$ cat src/rtl/id_table_find_or_add_with_aging_macros.svh
// assertion helpers used by the table top level
`ifndef ID_TABLE_FIND_OR_ADD_WITH_AGING_MACROS_SVH
`define ID_TABLE_FIND_OR_ADD_WITH_AGING_MACROS_SVH

// same-cycle implication
`define IDTAB_ASSERT_IMP(lbl, clk, rstn, a, c) \
    lbl: assert property (@(posedge clk) disable iff (!rstn) (a) |-> (c)) \
        else $error("id table assertion failed");

// next-cycle implication
`define IDTAB_ASSERT_NEXT(lbl, clk, rstn, a, c) \
    lbl: assert property (@(posedge clk) disable iff (!rstn) (a) |=> (c)) \
        else $error("id table assertion failed");

`endif

$ cat src/rtl/idtab_pkg.sv
package idtab_pkg;

    localparam int ID_W  = 32;
    localparam int TMR_W = 8;

    // actions
    localparam logic [2:0] ACT_FIND  = 3'd0;
    localparam logic [2:0] ACT_READ  = 3'd1;
    localparam logic [2:0] ACT_TICK  = 3'd2;
    localparam logic [2:0] ACT_CLEAR = 3'd3;
    localparam logic [2:0] ACT_SELF  = 3'd4;

    // result status
    localparam logic [1:0] ST_OK        = 2'd0;
    localparam logic [1:0] ST_ADDED     = 2'd1;
    localparam logic [1:0] ST_FULL      = 2'd2;
    localparam logic [1:0] ST_NOT_FOUND = 2'd3;

    // register indexes
    localparam logic [1:0] CFG_SELF_ID      = 2'd0;
    localparam logic [1:0] CFG_ALIVE_RELOAD = 2'd1;
    localparam logic [1:0] CFG_LOW_VOLT     = 2'd2;
    localparam logic [1:0] CFG_STORAGE_LOW  = 2'd3;

    // register reset values
    localparam logic [7:0]  RST_ALIVE_RELOAD = 8'd120;
    localparam logic [15:0] RST_LOW_VOLT     = 16'd11500;
    localparam logic [7:0]  RST_STORAGE_LOW  = 8'd230;

    typedef enum logic [1:0] {
        OP_FIND,
        OP_READ,
        OP_TICK
    } op_t;

    typedef struct packed {
        logic valid;
        op_t  op;
        logic done;
    } tok_ctrl_t;

endpackage

$ cat src/rtl/idtab_cell.sv
module idtab_cell #(
    parameter int CELL_IDX = 1,
    parameter int IDX_W    = 4,
    parameter int CNT_W    = 5
) (
    input  logic                       aclk,
    input  logic                       aresetn,
    input  logic [CNT_W-1:0]           used,
    input  logic [idtab_pkg::TMR_W-1:0] reload,
    input  idtab_pkg::tok_ctrl_t       in_ctrl,
    input  logic [IDX_W-1:0]           in_idx,
    input  logic [idtab_pkg::ID_W-1:0]  in_id,
    input  logic [idtab_pkg::TMR_W-1:0] in_timer,
    output idtab_pkg::tok_ctrl_t       out_ctrl,
    output logic [IDX_W-1:0]           out_idx,
    output logic [idtab_pkg::ID_W-1:0]  out_id,
    output logic [idtab_pkg::TMR_W-1:0] out_timer
);
    import idtab_pkg::*;

    localparam logic [CNT_W-1:0] MY_CNT = CNT_W'(CELL_IDX);
    localparam logic [IDX_W-1:0] MY_IDX = IDX_W'(CELL_IDX);

    logic [ID_W-1:0]  id_reg, id_next;
    logic [TMR_W-1:0] timer_reg, timer_next;
    tok_ctrl_t        ctrl_reg, ctrl_next;
    logic [IDX_W-1:0] idx_reg, idx_next;
    logic [ID_W-1:0]  tid_reg, tid_next;
    logic [TMR_W-1:0] ttmr_reg, ttmr_next;
    logic             used_here;

    assign used_here = (MY_CNT < used);

    always_comb begin
        id_next    = id_reg;
        timer_next = timer_reg;
        ctrl_next  = in_ctrl;
        idx_next   = in_idx;
        tid_next   = in_id;
        ttmr_next  = in_timer;
        if (in_ctrl.valid) begin
            unique case (in_ctrl.op)
                OP_FIND: begin
                    if (!in_ctrl.done) begin
                        if (used_here && id_reg == in_id) begin
                            timer_next     = reload;
                            ctrl_next.done = 1'b1;
                            idx_next       = MY_IDX;
                            ttmr_next      = reload;
                        end else if (used == MY_CNT) begin
                            // append at the first free entry
                            id_next        = in_id;
                            timer_next     = reload;
                            ctrl_next.done = 1'b1;
                            idx_next       = MY_IDX;
                            ttmr_next      = reload;
                        end
                    end
                end
                OP_READ: begin
                    if (in_idx == MY_IDX) begin
                        tid_next       = id_reg;
                        ttmr_next      = timer_reg;
                        ctrl_next.done = 1'b1;
                    end
                end
                OP_TICK: begin
                    if (used_here && timer_reg != '0) begin
                        timer_next = timer_reg - 1'b1;
                    end
                end
                default: begin
                    ctrl_next = in_ctrl;
                end
            endcase
        end
    end

    always_ff @(posedge aclk) begin
        if (!aresetn) begin
            ctrl_reg <= '0;
        end else begin
            ctrl_reg <= ctrl_next;
        end
    end

    always_ff @(posedge aclk) begin
        id_reg    <= id_next;
        timer_reg <= timer_next;
        idx_reg   <= idx_next;
        tid_reg   <= tid_next;
        ttmr_reg  <= ttmr_next;
    end

    assign out_ctrl  = ctrl_reg;
    assign out_idx   = idx_reg;
    assign out_id    = tid_reg;
    assign out_timer = ttmr_reg;

endmodule

$ cat src/rtl/id_table_find_or_add_with_aging.sv
// Node ID table, one item at a time. Entry 0 is the own ID and is served by the
// top level: a find that hits it, a read of it or of an unused slot, a clear,
// a self status write or an unknown action has its result registered on
// acceptance and presented from S_HOLD. Entries 1 to TABLE_DEPTH-1 live in a
// chain of cells; a find that misses entry 0, a read of a used slot above 0
// and a tick send a token down the chain, one cell per cycle, and the result
// is taken from the last cell. The next item is accepted once the current
// result is on the output, even while it still waits on m_ready.
module id_table_find_or_add_with_aging #(
    parameter int TABLE_DEPTH = 16
) (
    input  logic        aclk,
    input  logic        aresetn,
    input  logic        cfg_we,
    input  logic [1:0]  cfg_index,
    input  logic [31:0] cfg_wdata,
    input  logic        s_valid,
    output logic        s_ready,
    input  logic [2:0]  s_action,
    input  logic [31:0] s_node_id,
    input  logic [3:0]  s_slot,
    input  logic [15:0] s_battery_mv,
    input  logic [7:0]  s_storage_level,
    output logic        m_valid,
    input  logic        m_ready,
    output logic [1:0]  m_status,
    output logic [3:0]  m_entry_index,
    output logic [31:0] m_entry_id,
    output logic [7:0]  m_entry_timer,
    output logic [2:0]  m_entry_flags,
    output logic [4:0]  m_entry_count
);
    import idtab_pkg::*;
    `include "id_table_find_or_add_with_aging_macros.svh"

    localparam int IDX_W = $clog2(TABLE_DEPTH);
    localparam int CNT_W = $clog2(TABLE_DEPTH + 1);
    localparam int NCELL = TABLE_DEPTH - 1;
    localparam int CMP_W = (CNT_W > 4) ? CNT_W : 4;
    localparam int IX_W  = (IDX_W > 4) ? IDX_W : 4;
    localparam int CO_W  = (CNT_W > 5) ? CNT_W : 5;

    typedef enum logic [1:0] {
        S_IDLE,
        S_RUN,
        S_HOLD
    } state_t;

    state_t state_reg;

    // configuration
    logic [ID_W-1:0]  self_id_reg;
    logic [TMR_W-1:0] reload_reg;
    logic [15:0]      low_volt_reg;
    logic [7:0]       storage_low_reg;

    // table state held here
    logic [CNT_W-1:0] used_reg;
    logic [15:0]      self_batt_reg;
    logic [7:0]       self_stor_reg;
    logic [TMR_W-1:0] self_timer_reg;

    // pending result
    logic [1:0]       res_status_reg;
    logic [IDX_W-1:0] res_idx_reg;
    logic [ID_W-1:0]  res_id_reg;
    logic [TMR_W-1:0] res_timer_reg;
    logic [2:0]       res_flags_reg;

    // chain of cells
    tok_ctrl_t        ch_ctrl  [NCELL+1];
    logic [IDX_W-1:0] ch_idx   [NCELL+1];
    logic [ID_W-1:0]  ch_id    [NCELL+1];
    logic [TMR_W-1:0] ch_timer [NCELL+1];

    tok_ctrl_t        launch_ctrl_reg;
    logic [IDX_W-1:0] launch_idx_reg;
    logic [ID_W-1:0]  launch_id_reg;

    logic             accept;
    logic [CMP_W-1:0] slot_ext;
    logic [CMP_W-1:0] used_ext;
    logic [IX_W-1:0]  res_idx_ext;
    logic [CO_W-1:0]  used_out_ext;
    logic [CNT_W-1:0] end_idx_cnt;
    logic             self_low_volt;
    logic             self_stor_low;
    tok_ctrl_t        end_ctrl;

    assign s_ready       = (state_reg == S_IDLE);
    assign accept        = s_valid && s_ready;
    assign slot_ext      = CMP_W'(s_slot);
    assign used_ext      = CMP_W'(used_reg);
    assign res_idx_ext   = IX_W'(res_idx_reg);
    assign used_out_ext  = CO_W'(used_reg);
    assign end_ctrl      = ch_ctrl[NCELL];
    assign end_idx_cnt   = CNT_W'(ch_idx[NCELL]);
    assign self_low_volt = (self_batt_reg < low_volt_reg);
    assign self_stor_low = (self_stor_reg >= storage_low_reg);

    assign ch_ctrl[0]  = launch_ctrl_reg;
    assign ch_idx[0]   = launch_idx_reg;
    assign ch_id[0]    = launch_id_reg;
    assign ch_timer[0] = '0;

    for (genvar g = 1; g <= NCELL; g++) begin : g_cell
        idtab_cell #(
            .CELL_IDX (g),
            .IDX_W    (IDX_W),
            .CNT_W    (CNT_W)
        ) u_cell (
            .aclk      (aclk),
            .aresetn   (aresetn),
            .used      (used_reg),
            .reload    (reload_reg),
            .in_ctrl   (ch_ctrl[g-1]),
            .in_idx    (ch_idx[g-1]),
            .in_id     (ch_id[g-1]),
            .in_timer  (ch_timer[g-1]),
            .out_ctrl  (ch_ctrl[g]),
            .out_idx   (ch_idx[g]),
            .out_id    (ch_id[g]),
            .out_timer (ch_timer[g])
        );
    end

    always_ff @(posedge aclk) begin
        if (!aresetn) begin
            self_id_reg     <= '0;
            reload_reg      <= RST_ALIVE_RELOAD;
            low_volt_reg    <= RST_LOW_VOLT;
            storage_low_reg <= RST_STORAGE_LOW;
        end else if (cfg_we) begin
            unique case (cfg_index)
                CFG_SELF_ID:      self_id_reg     <= cfg_wdata;
                CFG_ALIVE_RELOAD: reload_reg      <= cfg_wdata[7:0];
                CFG_LOW_VOLT:     low_volt_reg    <= cfg_wdata[15:0];
                CFG_STORAGE_LOW:  storage_low_reg <= cfg_wdata[7:0];
                default:          self_id_reg     <= self_id_reg;
            endcase
        end
    end

    always_ff @(posedge aclk) begin
        if (!aresetn) begin
            state_reg       <= S_IDLE;
            used_reg        <= CNT_W'(1);
            self_batt_reg   <= '0;
            self_stor_reg   <= '0;
            self_timer_reg  <= '0;
            launch_ctrl_reg <= '0;
            m_valid         <= 1'b0;
        end else begin
            launch_ctrl_reg.valid <= 1'b0;
            if (m_ready) begin
                m_valid <= 1'b0;
            end
            unique case (state_reg)
                S_IDLE: begin
                    if (accept) begin
                        res_status_reg <= ST_OK;
                        res_idx_reg    <= '0;
                        res_id_reg     <= '0;
                        res_timer_reg  <= '0;
                        res_flags_reg  <= '0;
                        state_reg      <= S_HOLD;
                        unique case (s_action)
                            ACT_FIND: begin
                                if (s_node_id == self_id_reg) begin
                                    self_timer_reg <= reload_reg;
                                    res_id_reg     <= self_id_reg;
                                    res_timer_reg  <= reload_reg;
                                    res_flags_reg  <= {self_stor_low, self_low_volt,
                                                       reload_reg != '0};
                                end else begin
                                    launch_ctrl_reg <= '{valid: 1'b1, op: OP_FIND,
                                                         done: 1'b0};
                                    launch_id_reg   <= s_node_id;
                                    launch_idx_reg  <= '0;
                                    state_reg       <= S_RUN;
                                end
                            end
                            ACT_READ: begin
                                if (slot_ext >= used_ext) begin
                                    res_status_reg <= ST_NOT_FOUND;
                                end else if (s_slot == '0) begin
                                    res_id_reg    <= self_id_reg;
                                    res_timer_reg <= self_timer_reg;
                                    res_flags_reg <= {self_stor_low, self_low_volt,
                                                      self_timer_reg != '0};
                                end else begin
                                    launch_ctrl_reg <= '{valid: 1'b1, op: OP_READ,
                                                         done: 1'b0};
                                    launch_id_reg   <= '0;
                                    launch_idx_reg  <= slot_ext[IDX_W-1:0];
                                    state_reg       <= S_RUN;
                                end
                            end
                            ACT_TICK: begin
                                launch_ctrl_reg <= '{valid: 1'b1, op: OP_TICK, done: 1'b0};
                                launch_id_reg   <= '0;
                                launch_idx_reg  <= '0;
                                state_reg       <= S_RUN;
                            end
                            ACT_CLEAR: begin
                                used_reg <= CNT_W'(1);
                            end
                            ACT_SELF: begin
                                self_batt_reg <= s_battery_mv;
                                self_stor_reg <= s_storage_level;
                            end
                            default: begin
                                state_reg <= S_HOLD;
                            end
                        endcase
                    end
                end
                S_RUN: begin
                    if (end_ctrl.valid) begin
                        state_reg      <= S_HOLD;
                        res_status_reg <= ST_OK;
                        res_idx_reg    <= '0;
                        res_id_reg     <= '0;
                        res_timer_reg  <= '0;
                        res_flags_reg  <= '0;
                        unique case (end_ctrl.op)
                            OP_FIND: begin
                                if (end_ctrl.done) begin
                                    res_idx_reg   <= ch_idx[NCELL];
                                    res_id_reg    <= ch_id[NCELL];
                                    res_timer_reg <= ch_timer[NCELL];
                                    res_flags_reg <= {2'b00, ch_timer[NCELL] != '0};
                                    if (end_idx_cnt == used_reg) begin
                                        res_status_reg <= ST_ADDED;
                                        used_reg       <= used_reg + 1'b1;
                                    end
                                end else begin
                                    res_status_reg <= ST_FULL;
                                end
                            end
                            OP_READ: begin
                                res_idx_reg   <= ch_idx[NCELL];
                                res_id_reg    <= ch_id[NCELL];
                                res_timer_reg <= ch_timer[NCELL];
                                res_flags_reg <= {2'b00, ch_timer[NCELL] != '0};
                            end
                            default: begin
                                res_status_reg <= ST_OK;
                            end
                        endcase
                    end
                end
                S_HOLD: begin
                    if (!m_valid || m_ready) begin
                        m_valid       <= 1'b1;
                        m_status      <= res_status_reg;
                        m_entry_index <= res_idx_ext[3:0];
                        m_entry_id    <= res_id_reg;
                        m_entry_timer <= res_timer_reg;
                        m_entry_flags <= res_flags_reg;
                        m_entry_count <= used_out_ext[4:0];
                        state_reg     <= S_IDLE;
                    end
                end
                default: begin
                    state_reg <= S_IDLE;
                end
            endcase
        end
    end

    `IDTAB_ASSERT_IMP(a_used_range, aclk, aresetn, 1'b1,
        used_reg >= CNT_W'(1) && used_reg <= CNT_W'(TABLE_DEPTH))
    `IDTAB_ASSERT_IMP(a_token_in_run, aclk, aresetn, end_ctrl.valid, state_reg == S_RUN)
    `IDTAB_ASSERT_IMP(a_idle_no_launch, aclk, aresetn, state_reg == S_IDLE,
        !launch_ctrl_reg.valid)
    `IDTAB_ASSERT_NEXT(a_clear_count, aclk, aresetn, accept && s_action == ACT_CLEAR,
        used_reg == CNT_W'(1))

endmodule
$ cat config.mk
export PLATFORM = sky130hd
export DESIGN_NAME = id_table_find_or_add_with_aging
export DESIGN_NICKNAME = d
export VERILOG_FILES = /design/src/rtl/idtab_pkg.sv /design/src/rtl/idtab_cell.sv /design/src/rtl/id_table_find_or_add_with_aging.sv
export VERILOG_INCLUDE_DIRS = /design/src /design/src/rtl
export SDC_FILE = /design/constraint.sdc
export NUM_CORES = 2
export LEC_CHECK = 0
export BUFFER_PORTS_ARGS = -buffer_cell sky130_fd_sc_hd__buf_2
export CORE_UTILIZATION = 40
export CTS_CLUSTER_SIZE = 8
export DETAILED_ROUTE_END_ITERATION = 6
export MAX_ROUTING_LAYER = met4
export PLACE_DENSITY = 0.62
export SLEW_MARGIN = 10
export SYNTH_ARGS = -nofsm -noshare
export SYNTH_HDL_FRONTEND = slang
export SYNTH_SLANG_ARGS = --single-unit
$ cat constraint.sdc
create_clock -name aclk -period 15.2 [get_ports aclk]
set_input_delay 3.04 -clock aclk [delete_from_list [all_inputs] [get_ports aclk]]
set_output_delay 3.04 -clock aclk [all_outputs]
set_load 0.05 [all_outputs]
== Yosys cells after proc, flatten, opt, wreduce, memory -nomap -nowiden ==
Index checks and enable logic that the tools add are counted.

* Reduce and logical (&&, ||, !) cells: 131
* Mux-type cells: 444
* $add $sub $neg: 16
* Eq/ne operators: 142
* Bitwise operators: 30
* Magnitude comparators: 18

{| class="wikitable"
|+ Operators with widths
! kind !! count
|-
| 32-bit 2-to-1 mux || 54
|-
| 8-bit 2-to-1 mux || 140
|-
| 8-bit one-hot mux with 2 select lines || 33
|-
| 32-bit equality test || 16
|-
| 4-bit 2-to-1 mux || 99
|-
| 32-bit one-hot mux with 2 select lines || 3
|-
| 5-bit AND reduction || 30
|-
| 8-bit nonzero test || 18
|-
| 8-bit by 1-bit subtractor with 8-bit output, second input constant || 15
|-
| 32-bit one-hot mux with 3 select lines || 1
|-
| 1-bit 2-to-1 mux || 65
|-
| 3-bit by 1-bit != test with 1-bit output, second input constant || 15
|-
| 2-bit != test, second input constant || 21
|-
| 5-bit by 4-bit equality test with 1-bit output, second input constant || 8
|-
| 4-bit by 5-bit less-than comparator with 1-bit output, first input constant || 8
|-
| 2-bit by 1-bit != test with 1-bit output, second input constant || 19
|-
| 2-bit by 1-bit equality test with 1-bit output, second input constant || 18
|-
| 2-bit equality test, second input constant || 18
|-
| 2-bit logical NOT || 18
|-
| 4-bit equality test, second input constant || 8
|-
| 1-bit one-hot mux with 2 select lines || 16
|-
| 2-bit nonzero test || 16
|-
| 1-bit logical AND || 31
|-
| 5-bit 2-to-1 mux || 6
|-
| other kinds (36) || 105
|}

* Output and inout port bits: 56
* Flip-flop bits (word level): 1567
* Bits of input ports: 102
* Logic and storage cells: 927

== Longest topological paths before layout ==
* Depth in word-level cells: 6
* Depth in mapped cells: 12
* Gate-level depth less buffers: 9

== By module ==
Synthesis repeated with hierarchy kept, for this count alone.

* Cell total of the unflattened synthesis: 5782
* Area total of the unflattened synthesis: 68986.2 um2

{| class="wikitable"
|+ By module, submodules not included
! module !! sequential area each (um2) !! instances !! cells each !! area an instance (um2)
|-
| id_table_find_or_add_with_aging || 6316.1 || 1 || 887 || 10261.1
|-
| idtab_cell (g_cell[9].u_cell) || 2162.1 || 1 || 341 || 4127.7
|-
| idtab_cell (g_cell[10].u_cell) || 2162.1 || 1 || 348 || 4119.0
|-
| idtab_cell (g_cell[8].u_cell) || 2162.1 || 1 || 351 || 4103.9
|-
| idtab_cell (g_cell[4].u_cell) || 2162.1 || 1 || 344 || 4041.4
|-
| idtab_cell (g_cell[6].u_cell) || 2162.1 || 1 || 339 || 4010.1
|-
| idtab_cell (g_cell[2].u_cell) || 2162.1 || 1 || 315 || 3967.6
|-
| idtab_cell (g_cell[11].u_cell) || 2162.1 || 1 || 328 || 3942.5
|-
| idtab_cell (g_cell[12].u_cell) || 2162.1 || 1 || 343 || 3887.5
|-
| idtab_cell (g_cell[14].u_cell) || 2162.1 || 1 || 308 || 3849.9
|-
| idtab_cell (g_cell[1].u_cell) || 2162.1 || 1 || 303 || 3837.4
|-
| idtab_cell (g_cell[13].u_cell) || 2162.1 || 1 || 325 || 3819.9
|-
| idtab_cell (g_cell[15].u_cell) || 2162.1 || 1 || 322 || 3802.4
|-
| idtab_cell (g_cell[7].u_cell) || 2162.1 || 1 || 313 || 3768.6
|-
| +2 rows || -- || -- || -- || --
|}

== Worst setup path after synthesis ==
OpenSTA, ideal clock, no wires.

* Kind: input to register
* Start point: input s_slot[0]
* End point: register launch_id_reg[0], enable pin
* Path buffers: 0
* Path slack: 7139 ps
* Stages: 7
* Arrival time: 7542 ps
* Path through: inv_1 ha_1 nand2b_1 a21o_1 a21o_1 a41o_1 nor4_1

* Longest elaborated chain between the ends: 3
* Elaborated cells between the ends (all ways): 5

{| class="wikitable"
|+ RTL lines
! element !! line !! RTL
|-
| start, declared || id_table_find_or_add_with_aging.sv:21 || <nowiki>input logic [3:0] s_slot,</nowiki>
|-
| 4-bit by 5-bit >= comparator with 1-bit output or 4-bit logical NOT (tied branches) || id_table_find_or_add_with_aging.sv:184, id_table_find_or_add_with_aging.sv:186 ||
|-
| 2-bit != test (no source line) || -- ||
|-
| 7-bit AND reduction (no source line) (*) || -- ||
|-
| end signal, assigned || id_table_find_or_add_with_aging.sv:178 || <nowiki>launch_id_reg <= s_node_id;</nowiki>
|-
| end, declared || id_table_find_or_add_with_aging.sv:78 || <nowiki>logic [ID_W-1:0] launch_id_reg;</nowiki>
|}

Every way passes the cells marked *; elsewhere a longest branch is shown, timed or not.
A chain may end at the register's enable or synchronous reset.

== Final worst setup path ==
* Start point: input s_node_id[20]
* End point: register res_id_reg[30] (data pin)

* Longest elaborated chain between the ends: 5

{| class="wikitable"
|+ RTL lines
! element !! line !! RTL
|-
| start, declared || id_table_find_or_add_with_aging.sv:20 || <nowiki>input logic [31:0] s_node_id,</nowiki>
|-
| 32-bit equality test || id_table_find_or_add_with_aging.sv:169 || <nowiki>if (s_node_id == self_id_reg) begin</nowiki>
|-
| 32-bit 2-to-1 mux || id_table_find_or_add_with_aging.sv:169 ||
|-
| 32-bit one-hot mux with 2 select lines || id_table_find_or_add_with_aging.sv:167 || <nowiki>unique case (s_action)</nowiki>
|-
| 32-bit 2-to-1 mux || id_table_find_or_add_with_aging.sv:160 || <nowiki>if (accept) begin</nowiki>
|-
| 32-bit one-hot mux with 2 select lines || id_table_find_or_add_with_aging.sv:158 || <nowiki>unique case (state_reg)</nowiki>
|-
| end signal, assigned || id_table_find_or_add_with_aging.sv:171 || <nowiki>res_id_reg <= self_id_reg;</nowiki>
|-
| end signal, assigned || id_table_find_or_add_with_aging.sv:187 || <nowiki>res_id_reg <= self_id_reg;</nowiki>
|-
| end signal, assigned || id_table_find_or_add_with_aging.sv:230 || <nowiki>res_id_reg <= ch_id[NCELL];</nowiki>
|-
| end, declared || id_table_find_or_add_with_aging.sv:66 || <nowiki>logic [ID_W-1:0] res_id_reg;</nowiki>
|}

No other way between the ends. The select of a mux whose other input is x is not followed.

==> impl_metrics.env <==
export IMPL_period_needed_ns=5.55
export IMPL_grt_usage=0.218
export IMPL_finalWirelength_um=169000
export IMPL_status="finished clean"
export IMPL_powerDensity_nw_per_um2=129
export IMPL_ys_async_sr_fraction=0
export IMPL_netlist_instances=4954
export IMPL_synth_top_cell_by_area="edfxtp_1"
export IMPL_dp_slack_ns=8.95
export IMPL_period_share=0.365
export IMPL_fin_util=0.466
export IMPL_syn_nets=5116
export IMPL_leakagePower_nw=26.1
export IMPL_initial_core_util=0.405
export IMPL_slew_headroom=0.130
export IMPL_synth_warnings=0
export IMPL_htreeDepth=4
export IMPL_drive_gt1_frac=0.191
export IMPL_drc_errors=0
export IMPL_crit_path_end_kind="register"
export IMPL_grt_pass1_vias=38239
export IMPL_fin_tns_setup_ns=0
export IMPL_path_max_fanout=34
export IMPL_synth_top_area_frac=0.355
export IMPL_yosys_top_cells_count="dfxtp_1, edfxtp_1, mux2_2"
export IMPL_via_per_inst=5.27
export IMPL_rows=144
export IMPL_numCtsBuffers=214
export IMPL_maxCapViolations=0
export IMPL_stdcell_count=7420
export IMPL_place_inst=7020
export IMPL_holdWs_ns=0.392
export IMPL_first_pass_iters=6
export IMPL_design_area_sq_um=72100
export IMPL_overflow=0
export IMPL_core_sq_um=155000
export IMPL_r2r_setup_slack_ns=10.55
export IMPL_grt_pass1_wl_um=248000
export IMPL_area_growth_pct=15.3
export IMPL_fin_worst_skew_ns=0.0528
export IMPL_cts_setup_buffers=0
export IMPL_cts_max_path_buffers=3
export IMPL_wl_per_cell_um=22.8
export IMPL_die_area_sq_um=158000
export IMPL_p_total_mw=9.27
export IMPL_place_area_sq_um=65700
export IMPL_grt_max_degree=56
export IMPL_finalNetCount=5354
export IMPL_synth_area_sq_um=62500
export IMPL_dieHeight_um=397
export IMPL_ys_flop_type="dfxtp_1"
export IMPL_seq_area_frac_synth=0.619
export IMPL_die_x_um=397
export IMPL_gp_congestion=0.865
export IMPL_ctsResizeCount=0
export IMPL_io_buffers=157
export IMPL_peakVddDrop_mv=0.125
export IMPL_dp_hpwl_um=121000
export IMPL_setup_violations_final=0
export IMPL_ant_nets=0
export IMPL_ios=158
export IMPL_worst_slew_pin_slew_ns=1.30
export IMPL_synth_edf_count=739
export IMPL_finalWorstSetupSlack_ns=9.65
export IMPL_clock_fmax_mhz=180
export IMPL_finalHoldViolCount=0
export IMPL_clock_sinks=1566
export IMPL_start_kind="primary input"
export IMPL_cp_arrival_ns=6.22
export IMPL_rsz0062_at_grt="false"
export IMPL_via_count=39081
export IMPL_worstSkewPairLatency_ns=0.84
export IMPL_postSynthAreaPerCell_sq_um=12.6
export IMPL_synthTopCellsByArea="edfxtp_1, dfxtp_1, mux2_2"
export IMPL_drtIter0Drc=3296
export IMPL_cts_hold_buffers=0
export IMPL_path_clk_slew_ns=0.05
export IMPL_critPathRequiredTime_ns=15.88
export IMPL_drv_slew=0
export IMPL_hold_class="reg -> reg"
export IMPL_ys_seq_elements=1566
export IMPL_cts_tree="done"
export IMPL_crit_type="in -> reg"
export IMPL_ys_types=79
export IMPL_cts_root_buf="clkbuf_16"
export IMPL_antenna_found_initial=18
export IMPL_yosysMostFrequentCell="dfxtp_1"
where the power goes:
group	switching, mW	internal, mW	total [mW]	leakage [nW]
combinational	0.152	0.0988	0.251	9.56
clock	1.80	2.66	4.47	2.99
sequential	0.0707	4.48	4.56	13.6
total	2.03	7.24	9.27	26.1
logic make-up after synthesis:
group	Yosys count	synth area share
flops	1566	0.619
simple gates	1202	0.0969
compound gates	700	0.0743
xor+xnor	610	0.0854
mux	527	0.0940
buf+inv	289	0.0180
fa+ha+maj	60	0.0120
metal layers:
layer / wire [um] / GRT usage
met5: 0 / -
met2: 76600 / 0.325
met3: 11900 / 0.0516
met4: 4210 / 0.0707
met1: 76500 / 0.290
area by class of cell:
cell class / instances / area, sq um
multi-input cells: 3099 / 22900
clock buffers: 377 / 6020
well taps: 2044 / 2560
clock inverters: 15 / 300
flip-flops and latches: 1566 / 38700
fillers: 13874 / 82500
inverters: 91 / 344
diodes: 8 / 20.0
repair buffers: 220 / 1260
placed cells by master (no fill, tap or decap), drive strengths merged, types with 148 or more instances in the layout:
| cell type | instances |
|---|---|
| dfxtp | 827 |
| edfxtp | 739 |
| mux2 | 481 |
| nand2 | 408 |
| clkbuf | 377 |
| xor2 | 367 |
| xnor2 | 243 |
| buf | 220 |
| o21ai | 217 |
| nor2 | 182 |
| a21oi | 148 |
worst paths after layout:
path	start	end	cells past startpoint
max reg2reg	used_ext[2]	g_cell[13].u_cell.timer_reg[4]	8
min reg2reg	res_idx_ext[1]	m_entry_index[1]	0
max	s_node_id[20]	res_id_reg[30]	8
min	res_idx_ext[1]	m_entry_index[1]	0
worst max-delay path, stage by stage:
cell and delay (ns):
buf_2 0.11, xor2_1 0.31, nor4_1 0.80, nand4_1 0.21
nor3_2 0.31, buf_4 0.33, o21ba_2 0.78, a22o_1 0.25
Power figures use the tool's default switching activity.
